**src/hdl/slsg_pkg.sv**
```systemverilog
// Package for the slew-limited stereo gain block.
// Holds the configuration register map and fixed sizing constants.
// No dependencies; slsg_front and the core import it.
package slsg_pkg;

  // Width of the configuration register index.
  localparam int unsigned CFG_ADDR_BITS = 3;

  // Depth of the queue between the front and the back.
  localparam int unsigned QUEUE_DEPTH = 2;

  // Frames in the default ramp: 5 ms at 48 kHz.
  localparam int unsigned RAMP_FRAMES = 240;

  // Configuration register indexes.
  typedef enum logic [CFG_ADDR_BITS-1:0] {
    REG_TARGET_GAIN   = 3'd0,
    REG_STEP_SIZE     = 3'd1,
    REG_INPUT_STEREO  = 3'd2,
    REG_OUTPUT_STEREO = 3'd3
  } cfg_reg_e;

endpackage

```
**src/hdl/slsg_fifo.sv**
```systemverilog
// Short register queue that decouples the front from the back.
// Generic in width and depth; uses no package.
module slsg_fifo #(
  parameter int unsigned WIDTH = 65,
  parameter int unsigned DEPTH = 2
) (
  input  logic             clk_i,
  input  logic             rst_ni,
  input  logic             push_i,
  input  logic [WIDTH-1:0] wdata_i,
  output logic             full_o,
  input  logic             pop_i,
  output logic             valid_o,
  output logic [WIDTH-1:0] rdata_o
);

  localparam int unsigned PTR_BITS = (DEPTH > 1) ? $clog2(DEPTH) : 1;
  localparam int unsigned CNT_BITS = $clog2(DEPTH + 1);
  localparam logic [PTR_BITS-1:0] LAST_PTR = PTR_BITS'(DEPTH - 1);
  localparam logic [CNT_BITS-1:0] FULL_CNT = CNT_BITS'(DEPTH);

  logic [WIDTH-1:0]    entry_q [DEPTH];
  logic [PTR_BITS-1:0] wr_ptr_q, wr_ptr_d;
  logic [PTR_BITS-1:0] rd_ptr_q, rd_ptr_d;
  logic [CNT_BITS-1:0] count_q, count_d;

  // Status toward both sides.
  assign full_o  = (count_q == FULL_CNT);
  assign valid_o = (count_q != '0);
  assign rdata_o = entry_q[rd_ptr_q];

  // Pointer and fill count update.
  always_comb begin
    wr_ptr_d = wr_ptr_q;
    rd_ptr_d = rd_ptr_q;
    count_d  = count_q;
    if (push_i) begin
      wr_ptr_d = (wr_ptr_q == LAST_PTR) ? '0 : wr_ptr_q + 1'b1;
    end
    if (pop_i) begin
      rd_ptr_d = (rd_ptr_q == LAST_PTR) ? '0 : rd_ptr_q + 1'b1;
    end
    if (push_i && !pop_i) begin
      count_d = count_q + 1'b1;
    end else if (pop_i && !push_i) begin
      count_d = count_q - 1'b1;
    end
  end

  always_ff @(posedge clk_i or negedge rst_ni) begin
    if (!rst_ni) begin
      wr_ptr_q <= '0;
      rd_ptr_q <= '0;
      count_q  <= '0;
    end else begin
      wr_ptr_q <= wr_ptr_d;
      rd_ptr_q <= rd_ptr_d;
      count_q  <= count_d;
    end
  end

  // Entry storage needs no reset.
  always_ff @(posedge clk_i) begin
    if (push_i) begin
      entry_q[wr_ptr_q] <= wdata_i;
    end
  end

  // The fill count never passes the depth.
  assert property (@(posedge clk_i) disable iff (!rst_ni) count_q <= FULL_CNT)
    else $error("queue fill count above depth");

  // The back never pops an empty queue.
  assert property (@(posedge clk_i) disable iff (!rst_ni) pop_i |-> count_q != '0)
    else $error("pop from empty queue");

  // A push without a pop grows the fill count by one.
  assert property (@(posedge clk_i) disable iff (!rst_ni)
    (push_i && !pop_i) |=> count_q == $past(count_q) + 1'b1)
    else $error("queue fill count lost a push");

endmodule

```
**src/hdl/slsg_front.sv**
```systemverilog
// Front part: configuration registers, gain ramp and frame classification.
// Depends on slsg_pkg; pushes one prepared request per frame into the queue.
module slsg_front #(
  parameter int unsigned SAMPLE_BITS    = 24,
  parameter int unsigned GAIN_FRAC_BITS = 16
) (
  input  logic                                   clk_i,
  input  logic                                   rst_ni,
  // Configuration write channel.
  input  logic                                   cfg_valid_i,
  output logic                                   cfg_ready_o,
  input  logic [slsg_pkg::CFG_ADDR_BITS-1:0]     cfg_addr_i,
  input  logic [GAIN_FRAC_BITS:0]                cfg_data_i,
  // Frame input channel.
  input  logic                                   in_valid_i,
  output logic                                   in_stall_o,
  input  logic signed [SAMPLE_BITS-1:0]          left_sample_i,
  input  logic signed [SAMPLE_BITS-1:0]          right_sample_i,
  // Queue write side.
  input  logic                                   q_full_i,
  output logic                                   q_push_o,
  output logic [2*SAMPLE_BITS+GAIN_FRAC_BITS:0]  q_data_o
);

  import slsg_pkg::*;

  localparam int unsigned GAIN_BITS = GAIN_FRAC_BITS + 1;
  localparam logic [GAIN_BITS-1:0] UNITY = GAIN_BITS'(1) << GAIN_FRAC_BITS;
  localparam logic [GAIN_BITS-1:0] STEP_RESET = GAIN_BITS'((1 << GAIN_FRAC_BITS) / RAMP_FRAMES);

  logic [GAIN_BITS-1:0] target_q, target_d;
  logic [GAIN_BITS-1:0] step_q, step_d;
  logic                 in_stereo_q, in_stereo_d;
  logic                 out_stereo_q, out_stereo_d;
  logic [GAIN_BITS-1:0] gain_q, gain_d;

  logic                 cfg_write;
  logic [GAIN_BITS-1:0] cfg_gain_sat;
  logic                 push;
  logic                 ramp_up;
  logic [GAIN_BITS-1:0] gain_diff;
  logic [GAIN_BITS-1:0] gain_delta;
  logic signed [SAMPLE_BITS-1:0] right_sel;
  logic signed [SAMPLE_BITS:0]   pair_sum;
  logic signed [SAMPLE_BITS-1:0] op_a;
  logic signed [SAMPLE_BITS-1:0] op_b;

  // Configuration writes are always taken; gain values clamp to unity.
  assign cfg_ready_o  = 1'b1;
  assign cfg_write    = cfg_valid_i;
  assign cfg_gain_sat = (cfg_data_i > UNITY) ? UNITY : cfg_data_i;

  always_comb begin
    target_d     = target_q;
    step_d       = step_q;
    in_stereo_d  = in_stereo_q;
    out_stereo_d = out_stereo_q;
    if (cfg_write) begin
      case (cfg_addr_i)
        REG_TARGET_GAIN:   target_d     = cfg_gain_sat;
        REG_STEP_SIZE:     step_d       = cfg_gain_sat;
        REG_INPUT_STEREO:  in_stereo_d  = cfg_data_i[0];
        REG_OUTPUT_STEREO: out_stereo_d = cfg_data_i[0];
        default: ;
      endcase
    end
  end

  // A frame is taken whenever the queue has room.
  assign in_stall_o = q_full_i;
  assign push       = in_valid_i && !q_full_i;
  assign q_push_o   = push;

  // Move the gain toward the target by at most one step per frame.
  assign ramp_up    = (target_q > gain_q);
  assign gain_diff  = ramp_up ? (target_q - gain_q) : (gain_q - target_q);
  assign gain_delta = (gain_diff < step_q) ? gain_diff : step_q;

  always_comb begin
    gain_d = gain_q;
    if (push) begin
      gain_d = ramp_up ? (gain_q + gain_delta) : (gain_q - gain_delta);
    end
  end

  // Mono input copies left into right; mono output averages the pair.
  assign right_sel = in_stereo_q ? right_sample_i : left_sample_i;
  assign pair_sum  = {left_sample_i[SAMPLE_BITS-1], left_sample_i}
                   + {right_sel[SAMPLE_BITS-1], right_sel};
  assign op_a      = out_stereo_q ? left_sample_i : pair_sum[SAMPLE_BITS:1];
  assign op_b      = out_stereo_q ? right_sel : '0;
  assign q_data_o  = {op_a, op_b, gain_d};

  always_ff @(posedge clk_i or negedge rst_ni) begin
    if (!rst_ni) begin
      target_q     <= UNITY;
      step_q       <= STEP_RESET;
      in_stereo_q  <= 1'b1;
      out_stereo_q <= 1'b1;
      gain_q       <= UNITY;
    end else begin
      target_q     <= target_d;
      step_q       <= step_d;
      in_stereo_q  <= in_stereo_d;
      out_stereo_q <= out_stereo_d;
      gain_q       <= gain_d;
    end
  end

  // The running gain never exceeds unity.
  assert property (@(posedge clk_i) disable iff (!rst_ni) gain_q <= UNITY)
    else $error("current gain above unity");

  // Stored target and step stay clamped.
  assert property (@(posedge clk_i) disable iff (!rst_ni)
    (target_q <= UNITY) && (step_q <= UNITY))
    else $error("target or step above unity");

  // The gain only moves when a frame is taken.
  assert property (@(posedge clk_i) disable iff (!rst_ni) !push |=> $stable(gain_q))
    else $error("gain changed without a frame");

endmodule

```
**src/hdl/slsg_back.sv**
```systemverilog
// Back part: two-lane gain multiply, rounding, saturation and output register.
// Pops prepared requests from the queue; uses no package.
module slsg_back #(
  parameter int unsigned SAMPLE_BITS    = 24,
  parameter int unsigned GAIN_FRAC_BITS = 16
) (
  input  logic                                  clk_i,
  input  logic                                  rst_ni,
  // Queue read side.
  input  logic                                  q_valid_i,
  input  logic [2*SAMPLE_BITS+GAIN_FRAC_BITS:0] q_data_i,
  output logic                                  q_pop_o,
  // Result channel.
  output logic                                  out_valid_o,
  input  logic                                  out_stall_i,
  output logic signed [SAMPLE_BITS-1:0]         out_left_o,
  output logic signed [SAMPLE_BITS-1:0]         out_right_o
);

  localparam int unsigned GAIN_BITS = GAIN_FRAC_BITS + 1;
  localparam int unsigned PROD_BITS = SAMPLE_BITS + GAIN_BITS + 1;
  localparam logic signed [PROD_BITS-1:0] ROUND_HALF = PROD_BITS'(1) << (GAIN_FRAC_BITS - 1);

  logic signed [SAMPLE_BITS-1:0] op_a;
  logic signed [SAMPLE_BITS-1:0] op_b;
  logic signed [GAIN_BITS:0]     gain_s;
  logic signed [PROD_BITS-1:0]   prod_a, prod_b;

  logic                          s1_valid_q;
  logic signed [PROD_BITS-1:0]   prod_a_q, prod_b_q;
  logic                          s1_ready;
  logic                          s2_ready;
  logic                          out_valid_q;
  logic signed [SAMPLE_BITS-1:0] out_left_q, out_left_d;
  logic signed [SAMPLE_BITS-1:0] out_right_q, out_right_d;

  // Round to nearest with ties upward, then clamp to the sample range.
  function automatic logic signed [SAMPLE_BITS-1:0] round_sat(
    input logic signed [PROD_BITS-1:0] prod
  );
    logic signed [PROD_BITS-1:0]   biased;
    logic signed [PROD_BITS-1:0]   shifted;
    logic signed [SAMPLE_BITS+1:0] narrow;
    logic signed [SAMPLE_BITS-1:0] res;
    biased  = prod + ROUND_HALF;
    shifted = biased >>> GAIN_FRAC_BITS;
    narrow  = shifted[SAMPLE_BITS+1:0];
    if ((narrow[SAMPLE_BITS+1] == narrow[SAMPLE_BITS])
        && (narrow[SAMPLE_BITS] == narrow[SAMPLE_BITS-1])) begin
      res = narrow[SAMPLE_BITS-1:0];
    end else if (narrow[SAMPLE_BITS+1]) begin
      res = {1'b1, {(SAMPLE_BITS-1){1'b0}}};
    end else begin
      res = {1'b0, {(SAMPLE_BITS-1){1'b1}}};
    end
    return res;
  endfunction

  // Pipeline flow control: each stage moves when the next one has room.
  assign s2_ready = !out_valid_q || !out_stall_i;
  assign s1_ready = !s1_valid_q || s2_ready;
  assign q_pop_o  = q_valid_i && s1_ready;

  // Unpack the request and multiply both lanes by the gain.
  assign op_a   = q_data_i[2*SAMPLE_BITS+GAIN_FRAC_BITS -: SAMPLE_BITS];
  assign op_b   = q_data_i[SAMPLE_BITS+GAIN_FRAC_BITS -: SAMPLE_BITS];
  assign gain_s = {1'b0, q_data_i[GAIN_BITS-1:0]};
  assign prod_a = op_a * gain_s;
  assign prod_b = op_b * gain_s;

  // Second stage results.
  assign out_left_d  = round_sat(prod_a_q);
  assign out_right_d = round_sat(prod_b_q);

  always_ff @(posedge clk_i or negedge rst_ni) begin
    if (!rst_ni) begin
      s1_valid_q  <= 1'b0;
      out_valid_q <= 1'b0;
    end else begin
      if (s1_ready) begin
        s1_valid_q <= q_valid_i;
      end
      if (s2_ready) begin
        out_valid_q <= s1_valid_q;
      end
    end
  end

  // Payload registers hold while their stage is stalled.
  always_ff @(posedge clk_i) begin
    if (q_pop_o) begin
      prod_a_q <= prod_a;
      prod_b_q <= prod_b;
    end
    if (s2_ready && s1_valid_q) begin
      out_left_q  <= out_left_d;
      out_right_q <= out_right_d;
    end
  end

  assign out_valid_o = out_valid_q;
  assign out_left_o  = out_left_q;
  assign out_right_o = out_right_q;

endmodule

```
**src/hdl/slew_limited_stereo_gain_core.sv**
```systemverilog
// Slew-limited stereo gain: ramps a gain toward a target and scales audio frames.
// An accepted frame passes the queue, the product registers and the output register.
// Throughput: one frame per clock while the output is not stalled; the back holds product and output registers.
// A two-entry queue between classifier and multiplier absorbs output stalls.
// Reset (async, active low) sets unity target and gain, step 1/240 of unity, stereo in/out.
// Depends on slsg_pkg, slsg_front, slsg_fifo and slsg_back.
module slew_limited_stereo_gain_core #(
  parameter int unsigned SAMPLE_BITS    = 24,
  parameter int unsigned GAIN_FRAC_BITS = 16
) (
  input  logic                               clk_i,
  input  logic                               rst_ni,
  // Configuration write channel.
  input  logic                               cfg_valid_i,
  output logic                               cfg_ready_o,
  input  logic [slsg_pkg::CFG_ADDR_BITS-1:0] cfg_addr_i,
  input  logic [GAIN_FRAC_BITS:0]            cfg_data_i,
  // Frame input channel.
  input  logic                               in_valid_i,
  output logic                               in_stall_o,
  input  logic signed [SAMPLE_BITS-1:0]      left_sample_i,
  input  logic signed [SAMPLE_BITS-1:0]      right_sample_i,
  // Result channel.
  output logic                               out_valid_o,
  input  logic                               out_stall_i,
  output logic signed [SAMPLE_BITS-1:0]      out_left_o,
  output logic signed [SAMPLE_BITS-1:0]      out_right_o
);

  import slsg_pkg::*;

  localparam int unsigned REQ_BITS = 2 * SAMPLE_BITS + GAIN_FRAC_BITS + 1;

  logic                q_push;
  logic                q_full;
  logic [REQ_BITS-1:0] q_wdata;
  logic                q_valid;
  logic                q_pop;
  logic [REQ_BITS-1:0] q_rdata;

  // Front: configuration, gain ramp and request preparation.
  slsg_front #(
    .SAMPLE_BITS    (SAMPLE_BITS),
    .GAIN_FRAC_BITS (GAIN_FRAC_BITS)
  ) u_front (
    .clk_i          (clk_i),
    .rst_ni         (rst_ni),
    .cfg_valid_i    (cfg_valid_i),
    .cfg_ready_o    (cfg_ready_o),
    .cfg_addr_i     (cfg_addr_i),
    .cfg_data_i     (cfg_data_i),
    .in_valid_i     (in_valid_i),
    .in_stall_o     (in_stall_o),
    .left_sample_i  (left_sample_i),
    .right_sample_i (right_sample_i),
    .q_full_i       (q_full),
    .q_push_o       (q_push),
    .q_data_o       (q_wdata)
  );

  // Request queue between the two halves.
  slsg_fifo #(
    .WIDTH (REQ_BITS),
    .DEPTH (QUEUE_DEPTH)
  ) u_fifo (
    .clk_i   (clk_i),
    .rst_ni  (rst_ni),
    .push_i  (q_push),
    .wdata_i (q_wdata),
    .full_o  (q_full),
    .pop_i   (q_pop),
    .valid_o (q_valid),
    .rdata_o (q_rdata)
  );

  // Back: multiply, round, saturate and present results.
  slsg_back #(
    .SAMPLE_BITS    (SAMPLE_BITS),
    .GAIN_FRAC_BITS (GAIN_FRAC_BITS)
  ) u_back (
    .clk_i       (clk_i),
    .rst_ni      (rst_ni),
    .q_valid_i   (q_valid),
    .q_data_i    (q_rdata),
    .q_pop_o     (q_pop),
    .out_valid_o (out_valid_o),
    .out_stall_i (out_stall_i),
    .out_left_o  (out_left_o),
    .out_right_o (out_right_o)
  );

endmodule
```
**config.mk**
```make
export PLATFORM = sky130hd
export DESIGN_NAME = slew_limited_stereo_gain_core
export DESIGN_NICKNAME = d
export VERILOG_FILES = /design/src/hdl/slsg_pkg.sv /design/src/hdl/slsg_fifo.sv /design/src/hdl/slsg_front.sv /design/src/hdl/slsg_back.sv /design/src/hdl/slew_limited_stereo_gain_core.sv
export SDC_FILE = /design/constraint.sdc
export NUM_CORES = 2
export LEC_CHECK = 0
export ABC_CLOCK_PERIOD_IN_PS = 9500
export BUFFER_PORTS_ARGS = -buffer_cell sky130_fd_sc_hd__buf_2
export CORE_MARGIN = 1.5
export CORE_UTILIZATION = 60
export DETAILED_ROUTE_END_ITERATION = 12
export PLACE_DENSITY_LB_ADDON = 0.12
export SLEW_MARGIN = 20
export SYNTH_ARGS = -nofsm -noshare
export SYNTH_HDL_FRONTEND = slang
export SYNTH_SLANG_ARGS = --single-unit
export TNS_END_PERCENT = 20
```
**constraint.sdc**
```tcl
create_clock -name clk_i -period 9.5 [get_ports clk_i]
set_input_delay 1.9 -clock clk_i [delete_from_list [all_inputs] [get_ports clk_i]]
set_output_delay 1.9 -clock clk_i [all_outputs]
set_load 0.005 [all_outputs]
```
-- Word-level counts from Yosys, hierarchy flattened
Memories as Yosys holds them, arrays and structs flattened.
Index checks and enable logic that the tools add are counted.
- register bits after elaboration: 191
- bits in latches: 0
- bits in writable memories: 130
- memory bits (read-only): 0
- logic and storage cells: 79
- memories: 1
- $add $sub $neg: 11
- multiply operators: 2
- div/mod/pow operators: 0
- order comparisons: 3
- equal/unequal tests: 8
- shift operators: 0
- multiplexer cells: 18
- bitwise logic cells: 0
- reductions and logical operators: 22
- memory list (name ; words ; width ; rd ports ; clocked after Yosys merged registers in ; wr ports ; RTL line ; RTL):
    u_fifo.entry_q ; 2 ; 65 ; 1 ; 0 ; 1 ; slsg_fifo.sv:22 ; logic [WIDTH-1:0] entry_q [DEPTH];
- operators by type and width (cell ; count):
    two-way mux 24 bit ; 7
    two-way mux 17 bit ; 5
    adder 42 x 17 -> 42 bit (second input constant) ; 2
    multiplier 24 x 18 -> 42 bit ; 2
    subtractor 17 bit ; 3
    adder 24 x 24 -> 25 bit ; 1
    adder 17 bit ; 1
    greater-than comparator 17 bit ; 1
    greater-than comparator 17 bit (second input constant) ; 1
    less-than comparator 17 bit ; 1
    AND reduction 2 bit ; 4
    logical AND 1 bit ; 7
    == test 3 x 2 -> 1 bit (second input constant) ; 2
    logical NOT 1 bit ; 6
    == test 1 bit ; 4
    two-way mux 1 bit ; 4
    two-way mux 2 bit ; 2
    nonzero test 2 bit ; 2
    == test 3 x 1 -> 1 bit (second input constant) ; 1
    logical NOT 3 bit ; 1
    adder 1 bit (second input constant) ; 2
    adder 2 x 1 -> 2 bit (second input constant) ; 1
    == test 2 bit (second input constant) ; 1
    logical OR 1 bit ; 2
    subtractor 2 x 1 -> 2 bit (second input constant) ; 1

-- Longest topological paths before layout
- word-level depth: 7
- mapped depth: 38
- gate-level depth less buffers: 35

-- Cells and area by module
Synthesis repeated with hierarchy kept, for this count alone.
- cell total of the unflattened synthesis: 4716
- area, all modules: 45607.5 µm²
- modules (own cells, without submodules) (module ; instances ; cells each ; area an instance (µm²) ; sequential area each (µm²)):
    slsg_back ; 1 ; 3521 ; 33131.8 ; 3113.0
    slsg_front ; 1 ; 977 ; 7434.6 ; 1335.0
    slsg_fifo ; 1 ; 218 ; 5041.1 ; 4003.8

-- Least setup slack after synthesis
Ideal clock, no wire load.
- path kind: reg2reg
- start: reg u_fifo.rd_ptr_q
- end: reg u_back.prod_a_q[39], data pin
- data arrival time: 7.267 ns
- required time: 9.305 ns
- setup slack: 2.038 ns
- stages on the path, launching flop included: 26
- path buffers: 3
- period minus slack after synthesis: 7.462 ns
- cell sequence: dfrtp_1 > clkbuf_1 > buf_1 > buf_1 > mux2i_1 > nor2_1 > fa_1 > fa_1 > inv_1 > fa_1 > fa_1 > fa_1 > inv_1 > fa_1 > ha_1 > a21o_1 > a21o_1 > a21o_1 > a21o_1 > a21o_1 > a21o_1 > a21o_1 > nand2_1 > nand4_1 > and2_1 > o311ai_0
- longest elaborated chain between the ends: 2
- ends and longest elaborated chain (what ; RTL line ; RTL):
    start, declared ; slsg_fifo.sv:24 ; logic [PTR_BITS-1:0] rd_ptr_q, rd_ptr_d;
    start signal, assigned ; slsg_fifo.sv:57 ; rd_ptr_q <= rd_ptr_d;
    memory (2 x 65 bit) ; -- ;
    multiplier 24 x 18 -> 42 bit ; slsg_back.sv:68 ; assign prod_a = op_a * gain_s;
    net u_back.prod_a[39] ; slsg_back.sv:27 ; logic signed [PROD_BITS-1:0] prod_a, prod_b;
    end signal, assigned ; slsg_back.sv:92 ; prod_a_q <= prod_a;
    end, declared ; slsg_back.sv:30 ; logic signed [PROD_BITS-1:0] prod_a_q, prod_b_q;
The timed path passes the listed nets, and every way through them passes these cells.
A chain may end at the register's enable or synchronous reset.

-- Worst setup path in the final report
- start: reg u_front.gain_q[8]
- end: mem u_fifo.entry_q[0][16], data pin
- longest elaborated chain between the ends: 7
- elaborated cells on any way between the ends: 10
- classes of those cells: 4 x add/sub; 2 x order compare; 4 x mux
- ends and longest elaborated chain (what ; RTL line ; RTL):
    start, declared ; slsg_front.sv:35 ; logic [GAIN_BITS-1:0] gain_q, gain_d;
    start signal, assigned ; slsg_front.sv:106 ; gain_q <= gain_d;
    subtractor 17 bit / greater-than comparator 17 bit (equally long branches) ; slsg_front.sv:76, slsg_front.sv:75 ;
    two-way mux 17 bit ; slsg_front.sv:76 ; assign gain_diff = ramp_up ? (target_q - gain_q) : (gain_q - target_q);
    less-than comparator 17 bit ; slsg_front.sv:77 ; assign gain_delta = (gain_diff < step_q) ? gain_diff : step_q;
    two-way mux 17 bit ; slsg_front.sv:77 ;
    subtractor 17 bit / adder 17 bit (equally long branches) ; slsg_front.sv:82 ; gain_d = ramp_up ? (gain_q + gain_delta) : (gain_q - gain_delta);
    two-way mux 17 bit (*) ; slsg_front.sv:82 ;
    two-way mux 17 bit (*) ; slsg_front.sv:81 ; if (push) begin
    net q_wdata[16] ; slew_limited_stereo_gain_core.sv:36 ; logic [REQ_BITS-1:0] q_wdata;
    end, declared ; slsg_fifo.sv:22 ;
Mark *: on every way through the listed nets, which the timed path passes. The rest lies on a longest branch.

==> impl_metrics.yaml <==
drt:
  vias: 32600
  dr.pass1.iters: 9
  wl_um: 112000
  viasPerCell: 5.67
  routedWlPerCell_um: 19.5
  drtAntennaViolNets: 0
  first_iter_violations: 2065
  drc: 4
sta:
  rsz0062_at_grt: "no"
  skew_ns: 0.0353
  hold_viol: 0
  slew_headroom_pct: 19.6
  slew_violations: 0
  tightest_slew_ns: 1.17
  setup_viol: 0
  fmax_ghz: 0.113
  finalCritPeriodShare_pct: 93.2
  final.min_clock_period_ns: 8.86
  tns_ns: 0
setup_path:
  crit_fanout: 19
  crit_path_frequent_cell: "ha_1"
  slowest_delay_ns: 0.70
  cp.depth: 32
  worstPathRequired_ns: 9.80
  reg2reg_slack_ns: 0.64
  reg2reg_depth: 32
  rr_endpoint: "u_fifo.entry_q[0][16]"
  r2r_start: "u_front.gain_q[8]"
  crit_start: "u_front.gain_q[8]"
  cpMaxStageDelayCell: "o211a_1"
  endpoint_kind: "flip-flop"
  critPathTopFamily: "compound AO/OA/AOI/OAI gates"
  crit_buf_inv: 2
  arrival_ns: 9.16
  crit_end: "u_fifo.entry_q[0][16]"
  worstSetupPathType: "flip-flop to flip-flop"
  critPathLaunchType: "flip-flop"
global_routing:
  grt_pass1_vias: 34500
  grt_antenna_before_repair: 1
  grt_max_degree: 60
  grt_pass1_wl_um: 181000
  grt_overflow: 0
  grtUsageTotal_pct: 31.2
yosys:
  ys_async_sr_fraction_pct: 20.3
  synth.ff_latch_count: 291
  yosys_warnings: 0
  syn_area_sq_um: 44500
  synthCells: 4692
  seq_area_frac_synth_pct: 19.0
  synth_edf_count: 232
  avgSynthCellArea_sq_um: 9.48
  synth.net_count: 5857
  synthDistinctLibCells: 90
  synth_flop_cell: "edfxtp_1"
die:
  die_area_sq_um: 75800
  fp.coreArea_sq_um: 73200
  die_y_um: 275
  die_w_um: 275
  core.rowCount: 99
  pin_count: 124
  start_util_pct: 60.8
clock_tree:
  hold_buffers: 0
  post-cts-setup-buffers: 0
  cts_buffers: 38
  cts.sinks: 291
  root_buffer: "clkbuf_16"
  cts_tree: "done"
  htreeDepth: 2
  clock_latency_ns: 0.61
  cts_buffer_depth: 3
  clk_pin_slew_ns: 0.06
placement:
  place.gp.congestion: 0.965
  portBuffers: 122
  hpwl_um: 91200
layout:
  drive_gt1_share_pct: 8.11
  fillers: 6059
  syn_to_final_growth_pct: 6.77
  layout.nets: 5919
  antennaDiodeCount: 0
hold_path:
  hp-class: "flip-flop to flip-flop"
  min-delay-start: "u_front.step_q[2]"
run_status:
  status: "finished, violations left"
  violations: "design-rule violations"
run:
  maxCapViolCount: 0
## registers in the layout, summed over array words and instances, names as in the netlist
signal / cells
u_front.out_stereo_q: 1
u_front.gain_q: 17
u_front.target_q: 17
u_fifo.wr_ptr_q: 1
u_back.prod_b_q: 27
u_back.out_right_o: 24
u_back.out_valid_o: 1
u_back.out_left_o: 24
u_fifo.entry_q: 130
u_front.in_stereo_q: 1
u_back.prod_a_q: 27
u_front.step_q: 17
u_fifo.rd_ptr_q: 1
u_fifo.count_q: 2
u_back.s1_valid_q: 1
## cells in the mapped netlist, drive strengths merged (8+ instances only)
cell type / n / area (sq um)
mux2i: 72 / 721
o2111ai: 8 / 70.1
a21oi: 88 / 455
nand2: 657 / 2470
nor3: 46 / 245
o211ai: 18 / 135
buf: 34 / 198
inv: 970 / 3640
dfrtp: 52 / 1300
nand2b: 24 / 150
a31oi: 19 / 134
mux2: 91 / 1030
o31ai: 20 / 178
a21o: 46 / 345
and2: 34 / 213
nor4: 9 / 56.3
o21a: 19 / 143
clkbuf: 129 / 484
nor2: 454 / 1720
xor2: 70 / 613
o21ai: 169 / 850
o22ai: 8 / 50.1
edfxtp: 232 / 6970
nand3: 48 / 245
ha: 290 / 3630
o21bai: 12 / 90.1
nor2b: 23 / 144
fa: 802 / 16100
a211oi: 9 / 72.6
nand4: 29 / 181
and3: 22 / 138
xnor2: 90 / 788
## metal layers
metal  wire length, um  track usage (%)
met5                 0                0
met3              7410             4.51
met1             45400             39.8
met4              5420             13.9
met2             54100             53.2
## cell type report
cell class	instances	area, sq um	share of cell area (%)
repair buffers	185	1120	2.36
flip-flops and latches	291	8460	17.8
well taps	959	1200	2.53
clock inverters	22	268	0.564
inverters	970	3640	7.66
clock buffers	48	988	2.08
multi-input cells	3268	31800	67.0
## what timing repair did
item                                    4_1_cts  5_1_grt
hold endpoints to repair                      0        0
gates resized for setup                       0        3
endpoints found under the setup margin        0        3
## worst min path at each step
stage	slack [ns]	cells after the start	to
global route	0.51	1	u_back.out_valid_o
floorplan	0.44	1	u_back.out_valid_o
finish	0.48	2	u_front.step_q[2]
detailed placement	0.47	1	u_back.out_valid_o
global placement	0.46	2	u_front.step_q[3]
CTS	0.49	1	u_back.out_valid_o
## metrics by stage
stage / utilization (%) / instances / area (sq um) / setup WS [ns] / hold WS (ns)
2_1_floorplan: - / 4692 / 44500 / 2.04 / 0.443
3_3_place_gp: 63.1 / 5671 / 46200 / 0.509 / 0.463
3_5_place_dp: 63.2 / 5672 / 46200 / 0.324 / 0.473
4_1_cts: 64.9 / 5742 / 47500 / 0.280 / 0.486
5_1_grt: 64.9 / 5743 / 47500 / 0.109 / 0.511
6_report: 64.9 / 5743 / 47500 / 0.643 / 0.485
## cell families (layout without fill, tap and decap cells)
family	Yosys count	after routing	synth area share, %
other cells	1	1	0.00843
buf+inv	1133	1225	9.71
mux	163	163	3.93
xor+xnor	160	160	3.15
compound gates	473	473	6.90
simple gates	1379	1379	13.1
fa+ha+maj	1092	1092	44.2
flops	291	291	19.0
## cell usage in the layout, fill, tap and decap left out, types with 51 or more instances in the layout
cell type / synthesis / layout
o21ai_0: 162 / 159
inv_1: 968 / 967
buf_2: 8 / 122
mux2i_1: 72 / 63
nor2_1: 453 / 452
ha_1: 290 / 290
a21oi_1: 86 / 85
buf_4: 4 / 60
edfxtp_1: 232 / 232
nand2_1: 657 / 656
fa_1: 802 / 802
mux2_2: 90 / 90
xor2_1: 70 / 70
xnor2_1: 90 / 90
dfrtp_1: 52 / 51
## tightest hold or removal path, delay by kind of cell, from the launching register on
| kind | cells | cell delay, ns |
|---|---|---|
| and+or+nand+nor | 1 | 0.05 |
| DFF | 1 | 0.34 |
| AOI/OAI and AO/OA | 1 | 0.06 |
Power is not shown: default switching activity piles up to over one toggle a cycle in this logic, so the estimate is an artifact.
